$ cat src/hw/rtl/asg_pkg.sv
`timescale 1ns / 1ps

package asg_pkg;

	// Field widths of the request and of one schedule operation
	localparam int RANK_W = 10;
	localparam int GS_W   = 11;
	localparam int CNT_W  = 31;
	localparam int EB_W   = 16;
	localparam int CFG_W  = 32;
	localparam int KIND_W = 2;

	localparam int MAX_PROCS_DEF = 1024;

	localparam logic [CFG_W-1:0] SHORT_MSG_RST = 32'd2048;

	// Operation kinds on op_kind
	localparam logic [KIND_W-1:0] KIND_SEND     = 2'd0;
	localparam logic [KIND_W-1:0] KIND_RECV     = 2'd1;
	localparam logic [KIND_W-1:0] KIND_SENDRECV = 2'd2;

	// Datapath operations issued by the controller
	typedef enum logic [3:0] {
		DP_NOP      = 4'd0,
		DP_LOAD     = 4'd1,
		DP_SETUP    = 4'd2,
		DP_DECIDE   = 4'd3,
		DP_FOLD_IN  = 4'd4,
		DP_FOLD_OUT = 4'd5,
		DP_SHORT    = 4'd6,
		DP_RS_UPD   = 4'd7,
		DP_AG_UPD   = 4'd8,
		DP_MUL      = 4'd9,
		DP_RS_EMIT  = 4'd10,
		DP_AG_EMIT  = 4'd11
	} dp_op_t;

	typedef struct packed {
		dp_op_t op;
	} dp_cmd_t;

	typedef struct packed {
		logic none;       // request yields no operations
		logic fold;       // rank takes part in fold-in / fold-out
		logic skip_exch;  // even folded rank sits out the exchanges
		logic short_path; // recursive doubling instead of RS + AG
		logic rs_last;    // mask at pof2/2
		logic ag_last;    // mask at 1
	} dp_stat_t;

endpackage

$ cat src/hw/rtl/asg_ctrl.sv
`timescale 1ns / 1ps

module asg_ctrl (
	input  logic              clk,
	input  logic              arst_n,
	input  logic              start,
	input  asg_pkg::dp_stat_t stat,
	output logic              busy,
	output asg_pkg::dp_cmd_t  cmd
);

	typedef enum logic [11:0] {
		ST_IDLE     = 12'h001,
		ST_SETUP    = 12'h002,
		ST_DECIDE   = 12'h004,
		ST_FOLD_IN  = 12'h008,
		ST_SHORT    = 12'h010,
		ST_RS_UPD   = 12'h020,
		ST_RS_MUL   = 12'h040,
		ST_RS_EMIT  = 12'h080,
		ST_AG_UPD   = 12'h100,
		ST_AG_MUL   = 12'h200,
		ST_AG_EMIT  = 12'h400,
		ST_FOLD_OUT = 12'h800
	} state_t;

	state_t state_q;
	state_t state_d;

	always_ff @(posedge clk or negedge arst_n) begin
		if (!arst_n) begin
			state_q <= ST_IDLE;
		end else begin
			state_q <= state_d;
		end
	end

	always_comb begin
		state_d = state_q;
		cmd.op  = asg_pkg::DP_NOP;
		case (state_q)
			ST_IDLE: begin
				if (start) begin
					cmd.op  = asg_pkg::DP_LOAD;
					state_d = ST_SETUP;
				end
			end
			ST_SETUP: begin
				cmd.op  = asg_pkg::DP_SETUP;
				state_d = ST_DECIDE;
			end
			ST_DECIDE: begin
				cmd.op = asg_pkg::DP_DECIDE;
				if (stat.none) begin
					state_d = ST_IDLE;
				end else if (stat.fold) begin
					state_d = ST_FOLD_IN;
				end else if (stat.short_path) begin
					state_d = ST_SHORT;
				end else begin
					state_d = ST_RS_UPD;
				end
			end
			ST_FOLD_IN: begin
				cmd.op = asg_pkg::DP_FOLD_IN;
				if (stat.skip_exch) begin
					state_d = ST_FOLD_OUT;
				end else if (stat.short_path) begin
					state_d = ST_SHORT;
				end else begin
					state_d = ST_RS_UPD;
				end
			end
			ST_SHORT: begin
				cmd.op = asg_pkg::DP_SHORT;
				if (stat.rs_last) begin
					state_d = stat.fold ? ST_FOLD_OUT : ST_IDLE;
				end
			end
			ST_RS_UPD: begin
				cmd.op  = asg_pkg::DP_RS_UPD;
				state_d = ST_RS_MUL;
			end
			ST_RS_MUL: begin
				cmd.op  = asg_pkg::DP_MUL;
				state_d = ST_RS_EMIT;
			end
			ST_RS_EMIT: begin
				cmd.op  = asg_pkg::DP_RS_EMIT;
				state_d = stat.rs_last ? ST_AG_UPD : ST_RS_UPD;
			end
			ST_AG_UPD: begin
				cmd.op  = asg_pkg::DP_AG_UPD;
				state_d = ST_AG_MUL;
			end
			ST_AG_MUL: begin
				cmd.op  = asg_pkg::DP_MUL;
				state_d = ST_AG_EMIT;
			end
			ST_AG_EMIT: begin
				cmd.op = asg_pkg::DP_AG_EMIT;
				if (stat.ag_last) begin
					state_d = stat.fold ? ST_FOLD_OUT : ST_IDLE;
				end else begin
					state_d = ST_AG_UPD;
				end
			end
			ST_FOLD_OUT: begin
				cmd.op  = asg_pkg::DP_FOLD_OUT;
				state_d = ST_IDLE;
			end
			default: begin
				state_d = ST_IDLE;
			end
		endcase
	end

	assign busy = (state_q != ST_IDLE);

endmodule

$ cat src/hw/rtl/asg_dp.sv
`timescale 1ns / 1ps

module asg_dp #(
	parameter int MAX_PROCS = asg_pkg::MAX_PROCS_DEF
) (
	input  logic                             clk,
	input  logic                             arst_n,
	input  asg_pkg::dp_cmd_t                 cmd,
	output asg_pkg::dp_stat_t                stat,
	input  logic [asg_pkg::RANK_W-1:0]       rank,
	input  logic [asg_pkg::GS_W-1:0]         group_size,
	input  logic [asg_pkg::CNT_W-1:0]        element_count,
	input  logic [asg_pkg::EB_W-1:0]         element_bytes,
	input  logic                             cfg_we,
	input  logic [asg_pkg::CFG_W-1:0]        cfg_data,
	output logic                             result_valid,
	output logic [asg_pkg::KIND_W-1:0]       op_kind,
	output logic [asg_pkg::RANK_W-1:0]       peer,
	output logic [asg_pkg::CNT_W-1:0]        send_elements,
	output logic [asg_pkg::CNT_W-1:0]        recv_elements,
	output logic                             last
);

	localparam int RW    = asg_pkg::RANK_W;
	localparam int CW    = asg_pkg::CNT_W;
	localparam int PW    = $clog2(MAX_PROCS) + 1;
	localparam int NW    = (PW > asg_pkg::GS_W) ? PW : asg_pkg::GS_W;
	localparam int IW    = NW + 2;
	localparam int LW    = $clog2(NW);
	localparam int MUL_W = IW - 1 + CW;
	localparam int BY_W  = CW + asg_pkg::EB_W;

	// Request registers
	logic [RW-1:0]            rank_q;
	logic [asg_pkg::GS_W-1:0] gs_in_q;
	logic [CW-1:0]            count_q;
	logic [asg_pkg::EB_W-1:0] eb_q;

	// Setup results
	logic [NW-1:0]   gs_q;
	logic [NW-1:0]   pof2_q;
	logic [LW-1:0]   lg_q;
	logic [NW-1:0]   rem_q;
	logic [BY_W-1:0] bytes_q;

	// Exchange state
	logic [NW-1:0]          newrank_q;
	logic [CW-1:0]          q_q;
	logic [NW-1:0]          mask_q;
	logic [NW-1:0]          half_q;
	logic signed [IW-1:0]   sidx_q;
	logic signed [IW-1:0]   ridx_q;
	logic signed [IW-1:0]   lidx_q;
	logic                   patx_q;
	logic [CW-1:0]          ps_q;
	logic [CW-1:0]          pr_q;
	logic [CW-1:0]          pl_q;

	logic [asg_pkg::CFG_W-1:0] short_msg_q;
	logic                      result_valid_q;
	logic [asg_pkg::KIND_W-1:0] op_kind_q;
	logic [RW-1:0]              peer_q;
	logic [CW-1:0]              send_q;
	logic [CW-1:0]              recv_q;
	logic                       last_q;

	// Setup logic
	logic [NW-1:0]   gs_ext;
	logic [NW-1:0]   gs_c;
	logic [LW-1:0]   lg_c;
	logic [NW-1:0]   pof2_c;
	logic [BY_W-1:0] bytes_c;

	// Step logic
	logic [NW-1:0]        nd;
	logic [NW-1:0]        real_rank;
	logic                 low;
	logic signed [IW-1:0] half_s;
	logic [RW-1:0]        rank_p1;
	logic [RW-1:0]        rank_m1;
	logic [CW-1:0]        span_s;
	logic [CW-1:0]        span_r;
	logic                 emit;
	logic [asg_pkg::KIND_W-1:0] kind_d;
	logic [RW-1:0]              peer_d;
	logic [CW-1:0]              send_d;
	logic [CW-1:0]              recv_d;
	logic                       last_d;

	// Elements held by blocks [0, idx)
	function automatic logic [CW-1:0] prefix_f(
		input logic signed [IW-1:0] idx,
		input logic [NW-1:0]        p2,
		input logic [CW-1:0]        qv,
		input logic [CW-1:0]        cnt
	);
		logic [MUL_W-1:0] prod;
		logic [CW-1:0]    res;
		prod = MUL_W'(idx[IW-2:0]) * MUL_W'(qv);
		if (idx[IW-1] || (idx[IW-2:0] == '0)) begin
			res = '0;
		end else if (idx >= $signed({2'b00, p2})) begin
			res = cnt;
		end else begin
			res = prod[CW-1:0];
		end
		return res;
	endfunction

	always_comb begin
		gs_ext = NW'(gs_in_q);
		gs_c   = (gs_ext > NW'(MAX_PROCS)) ? NW'(MAX_PROCS) : gs_ext;
		lg_c   = '0;
		for (int i = 0; i < NW; i++) begin
			if (gs_c[i]) begin
				lg_c = LW'(i);
			end
		end
		pof2_c  = NW'(1) << lg_c;
		bytes_c = BY_W'(count_q) * BY_W'(eb_q);
	end

	always_comb begin
		stat.none       = (gs_q <= NW'(1)) || (NW'(rank_q) >= gs_q);
		stat.fold       = NW'(rank_q) < (rem_q << 1);
		stat.skip_exch  = stat.fold && !rank_q[0];
		stat.short_path = (bytes_q <= BY_W'(short_msg_q)) || (count_q < CW'(pof2_q));
		stat.rs_last    = (mask_q == (pof2_q >> 1));
		stat.ag_last    = (mask_q == NW'(1));
	end

	always_comb begin
		nd        = newrank_q ^ mask_q;
		real_rank = (nd < rem_q) ? ((nd << 1) | NW'(1)) : (nd + rem_q);
		low       = ((newrank_q & mask_q) == '0);
		half_s    = $signed({2'b00, half_q});
		rank_p1   = rank_q + RW'(1);
		rank_m1   = rank_q - RW'(1);
		if (patx_q) begin
			span_s = (lidx_q > sidx_q) ? (pl_q - ps_q) : '0;
			span_r = (sidx_q > ridx_q) ? (ps_q - pr_q) : '0;
		end else begin
			span_s = (ridx_q > sidx_q) ? (pr_q - ps_q) : '0;
			span_r = (lidx_q > ridx_q) ? (pl_q - pr_q) : '0;
		end
	end

	// Result selection
	always_comb begin
		emit   = 1'b0;
		kind_d = asg_pkg::KIND_SENDRECV;
		peer_d = real_rank[RW-1:0];
		send_d = span_s;
		recv_d = span_r;
		last_d = 1'b0;
		case (cmd.op)
			asg_pkg::DP_FOLD_IN: begin
				emit = 1'b1;
				if (rank_q[0]) begin
					kind_d = asg_pkg::KIND_RECV;
					peer_d = rank_m1;
					send_d = '0;
					recv_d = count_q;
				end else begin
					kind_d = asg_pkg::KIND_SEND;
					peer_d = rank_p1;
					send_d = count_q;
					recv_d = '0;
				end
			end
			asg_pkg::DP_FOLD_OUT: begin
				emit   = 1'b1;
				last_d = 1'b1;
				if (rank_q[0]) begin
					kind_d = asg_pkg::KIND_SEND;
					peer_d = rank_m1;
					send_d = count_q;
					recv_d = '0;
				end else begin
					kind_d = asg_pkg::KIND_RECV;
					peer_d = rank_p1;
					send_d = '0;
					recv_d = count_q;
				end
			end
			asg_pkg::DP_SHORT: begin
				emit   = 1'b1;
				send_d = count_q;
				recv_d = count_q;
				last_d = stat.rs_last && !stat.fold;
			end
			asg_pkg::DP_RS_EMIT: begin
				emit = 1'b1;
			end
			asg_pkg::DP_AG_EMIT: begin
				emit   = 1'b1;
				last_d = stat.ag_last && !stat.fold;
			end
			default: begin
				emit = 1'b0;
			end
		endcase
	end

	always_ff @(posedge clk or negedge arst_n) begin
		if (!arst_n) begin
			short_msg_q    <= asg_pkg::SHORT_MSG_RST;
			result_valid_q <= 1'b0;
		end else begin
			if (cfg_we) begin
				short_msg_q <= cfg_data;
			end
			result_valid_q <= emit;
		end
	end

	always_ff @(posedge clk) begin
		if (emit) begin
			op_kind_q <= kind_d;
			peer_q    <= peer_d;
			send_q    <= send_d;
			recv_q    <= recv_d;
			last_q    <= last_d;
		end
		case (cmd.op)
			asg_pkg::DP_LOAD: begin
				rank_q  <= rank;
				gs_in_q <= group_size;
				count_q <= element_count;
				eb_q    <= element_bytes;
			end
			asg_pkg::DP_SETUP: begin
				gs_q    <= gs_c;
				pof2_q  <= pof2_c;
				lg_q    <= lg_c;
				rem_q   <= gs_c - pof2_c;
				bytes_q <= bytes_c;
			end
			asg_pkg::DP_DECIDE: begin
				newrank_q <= stat.fold ? NW'(rank_q >> 1) : (NW'(rank_q) - rem_q);
				q_q       <= count_q >> lg_q;
				mask_q    <= NW'(1);
				half_q    <= pof2_q >> 1;
				sidx_q    <= '0;
				ridx_q    <= '0;
				lidx_q    <= $signed({2'b00, pof2_q});
			end
			asg_pkg::DP_SHORT: begin
				mask_q <= mask_q << 1;
			end
			asg_pkg::DP_RS_UPD: begin
				patx_q <= low;
				if (low) begin
					sidx_q <= ridx_q + half_s;
				end else begin
					ridx_q <= sidx_q + half_s;
				end
			end
			asg_pkg::DP_AG_UPD: begin
				patx_q <= !low;
				if (low) begin
					if (mask_q != (pof2_q >> 1)) begin
						lidx_q <= lidx_q + half_s;
					end
					ridx_q <= sidx_q + half_s;
				end else begin
					ridx_q <= sidx_q - half_s;
				end
			end
			asg_pkg::DP_MUL: begin
				ps_q <= prefix_f(sidx_q, pof2_q, q_q, count_q);
				pr_q <= prefix_f(ridx_q, pof2_q, q_q, count_q);
				pl_q <= prefix_f(lidx_q, pof2_q, q_q, count_q);
			end
			asg_pkg::DP_RS_EMIT: begin
				sidx_q <= ridx_q;
				if (!stat.rs_last) begin
					mask_q <= mask_q << 1;
					half_q <= half_q >> 1;
					lidx_q <= ridx_q + half_s;
				end
			end
			asg_pkg::DP_AG_EMIT: begin
				if (!low) begin
					sidx_q <= ridx_q;
				end
				if (!stat.ag_last) begin
					mask_q <= mask_q >> 1;
					half_q <= half_q << 1;
				end
			end
			default: begin
			end
		endcase
	end

	assign result_valid  = result_valid_q;
	assign op_kind       = op_kind_q;
	assign peer          = peer_q;
	assign send_elements = send_q;
	assign recv_elements = recv_q;
	assign last          = last_q;

endmodule

$ cat src/hw/rtl/allreduce_schedule_generator_top.sv
`timescale 1ns / 1ps

// Allreduce schedule generator. Pulse start while busy is low to hand in one request
// (rank, group_size, element_count, element_bytes); the block then lists this rank's
// point-to-point operations for a recursive-doubling / reduce-scatter-allgather
// allreduce, one operation per result_valid pulse, with last set on the final one.
// The receiver cannot stall: every result shows for exactly one cycle and must be taken
// then. A group of one, or a rank not below the group size, gives no results at all.
// Order of work per request: setup (accept, power-of-two and byte-size evaluation,
// path decision), then each fold-in or fold-out operation, each step of the short
// path, and each step of the reduce-scatter and allgather path, where a step updates
// the block indices, forms three block prefixes on the multipliers and then emits.
// The next start is taken as soon as busy drops, while the final result is still on
// the ports. The short-message limit (reset 2048 bytes) is written through
// cfg_valid/cfg_ready/cfg_data; cfg_ready is high only while busy is low.
module allreduce_schedule_generator_top #(
	parameter int MAX_PROCS = asg_pkg::MAX_PROCS_DEF
) (
	input  logic                          clk,
	input  logic                          arst_n,
	input  logic                          start,
	output logic                          busy,
	input  logic [asg_pkg::RANK_W-1:0]    rank,
	input  logic [asg_pkg::GS_W-1:0]      group_size,
	input  logic [asg_pkg::CNT_W-1:0]     element_count,
	input  logic [asg_pkg::EB_W-1:0]      element_bytes,
	input  logic                          cfg_valid,
	output logic                          cfg_ready,
	input  logic [asg_pkg::CFG_W-1:0]     cfg_data,
	output logic                          result_valid,
	output logic [asg_pkg::KIND_W-1:0]    op_kind,
	output logic [asg_pkg::RANK_W-1:0]    peer,
	output logic [asg_pkg::CNT_W-1:0]     send_elements,
	output logic [asg_pkg::CNT_W-1:0]     recv_elements,
	output logic                          last
);

	asg_pkg::dp_cmd_t  cmd;
	asg_pkg::dp_stat_t stat;
	logic              cfg_we;

	// Take configuration transactions only between requests
	assign cfg_ready = !busy;
	assign cfg_we    = cfg_valid && cfg_ready;

	// Sequencer: walks fold-in, exchange steps and fold-out
	asg_ctrl u_ctrl (
		.clk    (clk),
		.arst_n (arst_n),
		.start  (start),
		.stat   (stat),
		.busy   (busy),
		.cmd    (cmd)
	);

	// Index arithmetic, block prefixes and the result register
	asg_dp #(
		.MAX_PROCS (MAX_PROCS)
	) u_dp (
		.clk           (clk),
		.arst_n        (arst_n),
		.cmd           (cmd),
		.stat          (stat),
		.rank          (rank),
		.group_size    (group_size),
		.element_count (element_count),
		.element_bytes (element_bytes),
		.cfg_we        (cfg_we),
		.cfg_data      (cfg_data),
		.result_valid  (result_valid),
		.op_kind       (op_kind),
		.peer          (peer),
		.send_elements (send_elements),
		.recv_elements (recv_elements),
		.last          (last)
	);

endmodule

$ cat config.mk
export PLATFORM = sky130hd
export DESIGN_NAME = allreduce_schedule_generator_top
export DESIGN_NICKNAME = d
export VERILOG_FILES = /design/src/hw/rtl/asg_pkg.sv /design/src/hw/rtl/asg_ctrl.sv /design/src/hw/rtl/asg_dp.sv /design/src/hw/rtl/allreduce_schedule_generator_top.sv
export SDC_FILE = /design/constraint.sdc
export NUM_CORES = 2
export LEC_CHECK = 0
export BUFFER_PORTS_ARGS = -buffer_cell sky130_fd_sc_hd__buf_2
export CAP_MARGIN = 20
export CORE_MARGIN = 1.5
export CORE_UTILIZATION = 40
export DETAILED_ROUTE_END_ITERATION = 6
export GPL_ROUTABILITY_DRIVEN = 0
export PLACE_DENSITY = 0.63
export REMOVE_ABC_BUFFERS = 1
export SYNTH_ARGS = -nofsm -noshare
export SYNTH_HDL_FRONTEND = slang
export SYNTH_SLANG_ARGS = --single-unit
$ cat constraint.sdc
create_clock -name clk -period 11.9 [get_ports clk]
set_input_delay 1.19 -clock clk [delete_from_list [all_inputs] [get_ports clk]]
set_output_delay 1.19 -clock clk [all_outputs]
set_load 0.01 [all_outputs]
### Yosys cells after proc, flatten, opt, wreduce, memory -nomap -nowiden

Index checks and enable logic that the tools add are counted.

* register bits after elaboration: 469
* bits in latches: 0
* RAM bits: 0
* ROM bits: 0
* output and inout port bits: 78
* logic and storage cells: 194
* memories: 0

* $add $sub $neg: 13
* $mul: 4
* divide/modulo/power cells: 0
* order comparisons: 14
* equality and inequality tests: 36
* shift-type cells: 2
* mux-type cells: 62
* bitwise logic cells: 2
* reductions and logical operators: 32

Operator list (count)
* 2-to-1 mux 31 bit: 11
* one-hot mux 31 bit (3 select lines): 2
* one-hot mux 12 bit (11 select lines): 1
* subtractor 31 bit: 4
* multiplier 12 x 31 -> 31 bit: 3
* 2-to-1 mux 13 bit: 7
* 2-to-1 mux 12 bit: 7
* one-hot mux 13 bit (3 select lines): 2
* 2-to-1 mux 11 bit: 5
* greater-than comparator 13 bit: 4
* one-hot mux 13 bit (4 select lines): 1
* <= comparator 47 x 32 -> 1 bit: 1
* multiplier 31 x 16 -> 47 bit: 1
* one-hot mux 11 bit (4 select lines): 1
* one-hot mux 4 bit (11 select lines): 1
* adder 13 x 12 -> 13 bit: 3
* greater-or-equal comparator 13 x 12 -> 1 bit: 3
* logical NOT 12 bit: 3
* 2-to-1 mux 4 bit: 9
* one-hot mux 11 bit (3 select lines): 1
* < comparator 31 x 11 -> 1 bit: 1
* right shift 31 x 4 -> 31 bit: 1
* 2-to-1 mux 10 bit: 3
* 2-to-1 mux 9 bit: 2
* 53 further kinds: 88

### Logic depth before layout (Yosys ltp)

* depth in word-level cells: 14
* depth in mapped cells: 26

### Modules after synthesis

From an unflattened synthesis, not the netlist that was laid out.

* cells, all modules: 8191
* area, all modules: 74752.9 um^2

By module, submodules not included
* asg_dp: instances 1, cells each 8101, area each 73887.1 um^2, seq. area each 13559.3 um^2
* asg_ctrl: instances 1, cells each 88, area each 855.8 um^2, seq. area each 301.5 um^2
* allreduce_schedule_generator_top: instances 1, cells each 2, area each 10.0 um^2, seq. area each 0.0 um^2

### Least setup slack after synthesis

OpenSTA, ideal clock, no wires.

* path kind: reg2reg
* start point: reg u_ctrl.state_q[5]
* end point: reg u_dp.bytes_q[0] (enable)
* setup time: 0.629 ns
* arrival time: 7.075 ns
* data required time: 11.271 ns
* slack: 4.196 ns
* cell stages (with the launch flop): 4
* clock period less this slack: 7.704 ns
* cell sequence: dfrtp_1 -> or3_4 -> or4_4 -> nor3_1

* cells in the longest elaborated chain, start to end: 4
* elaborated cells on any way between the ends: 15
* classes of those cells: 13 x eq/ne; 1 x mux; 1 x reduce/logical

Ends and longest elaborated chain
* from (decl): RTL line asg_ctrl.sv:27 `state_t state_q;`
* from (signal assigned): RTL line asg_ctrl.sv:34 `state_q <= state_d;`
* equality test 12 x 7 -> 1 bit or equality test 12 x 10 -> 1 bit (tied branches): RTL line asg_ctrl.sv:41 `case (state_q)`
* OR reduction 2 bit (no line)
* one-hot mux 4 bit (11 select lines) *: RTL line asg_ctrl.sv:41
* equality test 4 x 2 -> 1 bit *: RTL line asg_dp.sv:225 `case (cmd.op)`
* to (signal assigned): RTL line asg_dp.sv:237 `bytes_q <= bytes_c;`
* to (decl): RTL line asg_dp.sv:44 `logic [BY_W-1:0] bytes_q;`

Mark *: on every way between the ends. The rest lies on a longest branch, timed or not.
A chain may end at the register's enable or synchronous reset.

### Worst setup path in the final report

* start point: reg u_dp.count_q[11]
* end point: reg u_dp.bytes_q[45], data pin

* cells in the longest elaborated chain, start to end: 1

Ends and longest elaborated chain
* from (decl): RTL line asg_dp.sv:36 `logic [CW-1:0] count_q;`
* from (signal assigned): RTL line asg_dp.sv:229 `count_q <= element_count;`
* multiplier 31 x 16 -> 47 bit: RTL line asg_dp.sv:120 `bytes_c = BY_W'(count_q) * BY_W'(eb_q);`
* named net u_dp.bytes_c[45]: RTL line asg_dp.sv:72 `logic [BY_W-1:0] bytes_c;`

The timed path passes the listed nets, and every way through them passes these cells.

==> metrics.cfg <==
[synth]
ys_ff_latch = 469
syn_area_per_cell_um2 = 9.15
async_flop_share = 0.0959
syn-cell-area_um2 = 74500
synthTopCellsByArea = fa_1, edfxtp_1, ha_1
yosysSeqAreaShare = 0.186
yosys_warnings = 0
yosysTopAreaCell = fa_1
synth_edf_count = 424
synth_top_area_frac = 0.296
ys_types = 92
synthFlopType = edfxtp_1
syn_inst = 8141

[cells_and_area]
drive_gt1_frac = 0.0660
final_nets = 9902
layout_commonest_cell = inv_1
layout_common_cells = inv_1, nand2_1, fa_1
area_delta_synth_final_pct = 7.36
nFillCells = 17900

[run_status]
violations = DRC
status = finished with violations

[sta]
holdWs_ns = 0.360
rsz0062_at_grt = false
setup_viol_count_final = 0
slew_headroom = 0.218
min_period_ns = 7.85
clock.fmax_ghz = 0.127
timing.final.crit_share = 0.660
finalHoldViolCount = 0
finalMaxSlewViolations = 0
setup_tns_ns = 0
worst_slew_pin_slew_ns = 1.17
clock-skew-final_ns = 0.0548

[route]
viasPerCell = 5.55
totalWireLength_um = 225000
vias = 58800
drcViolationCount = 2
drt-wirelength-per-cell_um = 21.2
ant_nets = 0
drt-initial-drc-count = 5048
first_pass_iters = 7

[clock_tree]
cts-buffers-inserted = 58
cts_setup_buffers = 0
post_cts_resized = 0
ctsRootBufferMaster = clkbuf_16
cts-htree-levels = 2
clk_latency_ns = 0.73
cts_hold_buf = 0
clkSlewWorstSetupHoldPaths_ns = 0.07
cts_tree = yes
cts.path.max_buffers = 3
cts_sinks = 469

[setup_path]
crit_arrival_ns = 8.28
critPathKind = reg2reg
crit_path_end_kind = register
crit_start = u_dp.count_q[11]$_DFFE_PN_
crit_fanout = 24
rr_endpoint = u_dp.bytes_q[45]$_DFFE_PN_
r2r_cells = 21
cp-endpoint = u_dp.bytes_q[45]$_DFFE_PN_
crit_required_ns = 12.33
start_kind = register
r2r_start = u_dp.count_q[11]$_DFFE_PN_
worst-r2r-setup-slack_ns = 4.05

[grt]
grt-ovfl-total = 0
grt_pass1_wl_um = 349000
grt_usage = 0.240
grt_antenna_before_repair = 12
grt_max_degree = 63
grt_pass1_vias = 60500

[placement]
dp_hpwl_um = 169000
port-buffer-count = 181

[floorplan]
coreArea_um2 = 185000
start_util = 0.402
rows = 158
die_h_um = 435
die_x_um = 435
io_pins = 182
fp.dieArea_um2 = 189000

[min_path]
hp-class = in2async

[job]
maxCapViolCount = 0

[through the flow]
stage | setup WS, ns | instances | cell area [µm²] | utilization
finish | 4.05 | 10600 | 80000 | 0.432
global route | 3.76 | 10600 | 80000 | 0.432
CTS | 4.14 | 10600 | 79900 | 0.431
detailed placement | 4.20 | 10500 | 77900 | 0.421
global placement | 4.32 | 10500 | 77800 | 0.420
floorplan | 4.20 | 7688 | 72700 | -
[logic make-up after synthesis]
| family | count (synthesis) | share of synthesized area |
|---|---|---|
| XOR/XNOR | 330 | 0.0388 |
| buffers and inverters | 1793 | 0.0908 |
| AO/OA/AOI/OAI | 1184 | 0.103 |
| adder cells (fa/ha/maj) | 1725 | 0.401 |
| AND/OR/NAND/NOR | 2481 | 0.156 |
| flip-flops | 469 | 0.186 |
| multiplexers | 159 | 0.0250 |
[final cells by class]
class                      count  area, µm²  area share
multi-input combinational   5879      53900       0.674
sequential                   469      13900       0.173
inverter                    1340       5030      0.0629
tap                         2480       3100      0.0388
timing repair buffer         325       2080      0.0261
clock buffer                  72       1560      0.0195
clock inverter                36        415     0.00520
antenna                        6       15.0    0.000188
[synth_stat cells (all sizes together) (61+ instances only)]
cell type / number
inv: 1338
nand2: 1208
fa: 1102
ha: 623
and2: 466
edfxtp: 424
clkbuf: 409
nor2: 347
a21oi: 345
o21ai: 246
xnor2: 216
a21o: 144
xor2: 114
mux2i: 96
nor3: 80
nand3: 73
nand4: 64
nor2b: 61
[worst min-delay path by stage]
| stage | depth (start not counted) | startpoint | endpoint |
|---|---|---|---|
| after global routing | 1 | arst_n | u_dp.short_msg_q[7]$_DFFE_PN0P_ |
| after floorplan | 1 | u_dp.short_msg_q[10]$_DFFE_PN0P_ | u_dp.short_msg_q[10]$_DFFE_PN0P_ |
| after CTS | 1 | u_dp.short_msg_q[4]$_DFFE_PN0P_ | u_dp.short_msg_q[4]$_DFFE_PN0P_ |
| after global placement | 1 | u_dp.short_msg_q[2]$_DFFE_PN0P_ | u_dp.short_msg_q[2]$_DFFE_PN0P_ |
| final | 1 | arst_n | u_dp.short_msg_q[6]$_DFFE_PN0P_ |
| after detailed placement | 1 | u_dp.short_msg_q[4]$_DFFE_PN0P_ | u_dp.short_msg_q[4]$_DFFE_PN0P_ |
[registers in the layout (all words and copies together) (netlist names), 12 cells and up]
| name | cells |
|---|---|
| u_dp.bytes_q | 47 |
| u_dp.send_elements | 31 |
| u_dp.short_msg_q | 32 |
| u_dp.lidx_q | 13 |
| u_ctrl.state_q | 12 |
| u_dp.pl_q | 31 |
| u_dp.eb_q | 16 |
| u_dp.sidx_q | 13 |
| u_dp.ps_q | 31 |
| u_dp.recv_elements | 31 |
| u_dp.pr_q | 31 |
| u_dp.count_q | 31 |
| u_dp.ridx_q | 13 |
| u_dp.q_q | 31 |
[per-layer routing]
metal | global-route usage | vias up | share of wire
li1 | - | 26000 | -
met2 | 0.388 | 2716 | 0.46
met5 | 0 | - | 0
met4 | 0.103 | 0 | 0.047
met3 | 0.0395 | 553 | 0.088
met1 | 0.317 | 29600 | 0.41
[critical path, cell delays in order (launching register included)]
cell and delay (ns):
edfxtp_1 1.13, nand2_1 0.19, fa_1 0.56, fa_1 0.51, fa_1 0.51, inv_1 0.05
fa_1 0.50, fa_1 0.52, inv_1 0.05, fa_1 0.48, inv_1 0.05, ha_1 0.35
a211o_1 0.30, a2111oi_0 0.56, or3b_2 0.23, o211ai_1 0.10, a41o_1 0.35, a21oi_1 0.44
o211ai_1 0.17, a21oi_1 0.23, o21ai_0 0.14, xor2_1 0.16
Power is not shown: default switching activity piles up to over one toggle a cycle in this logic, so the estimate is an artifact.
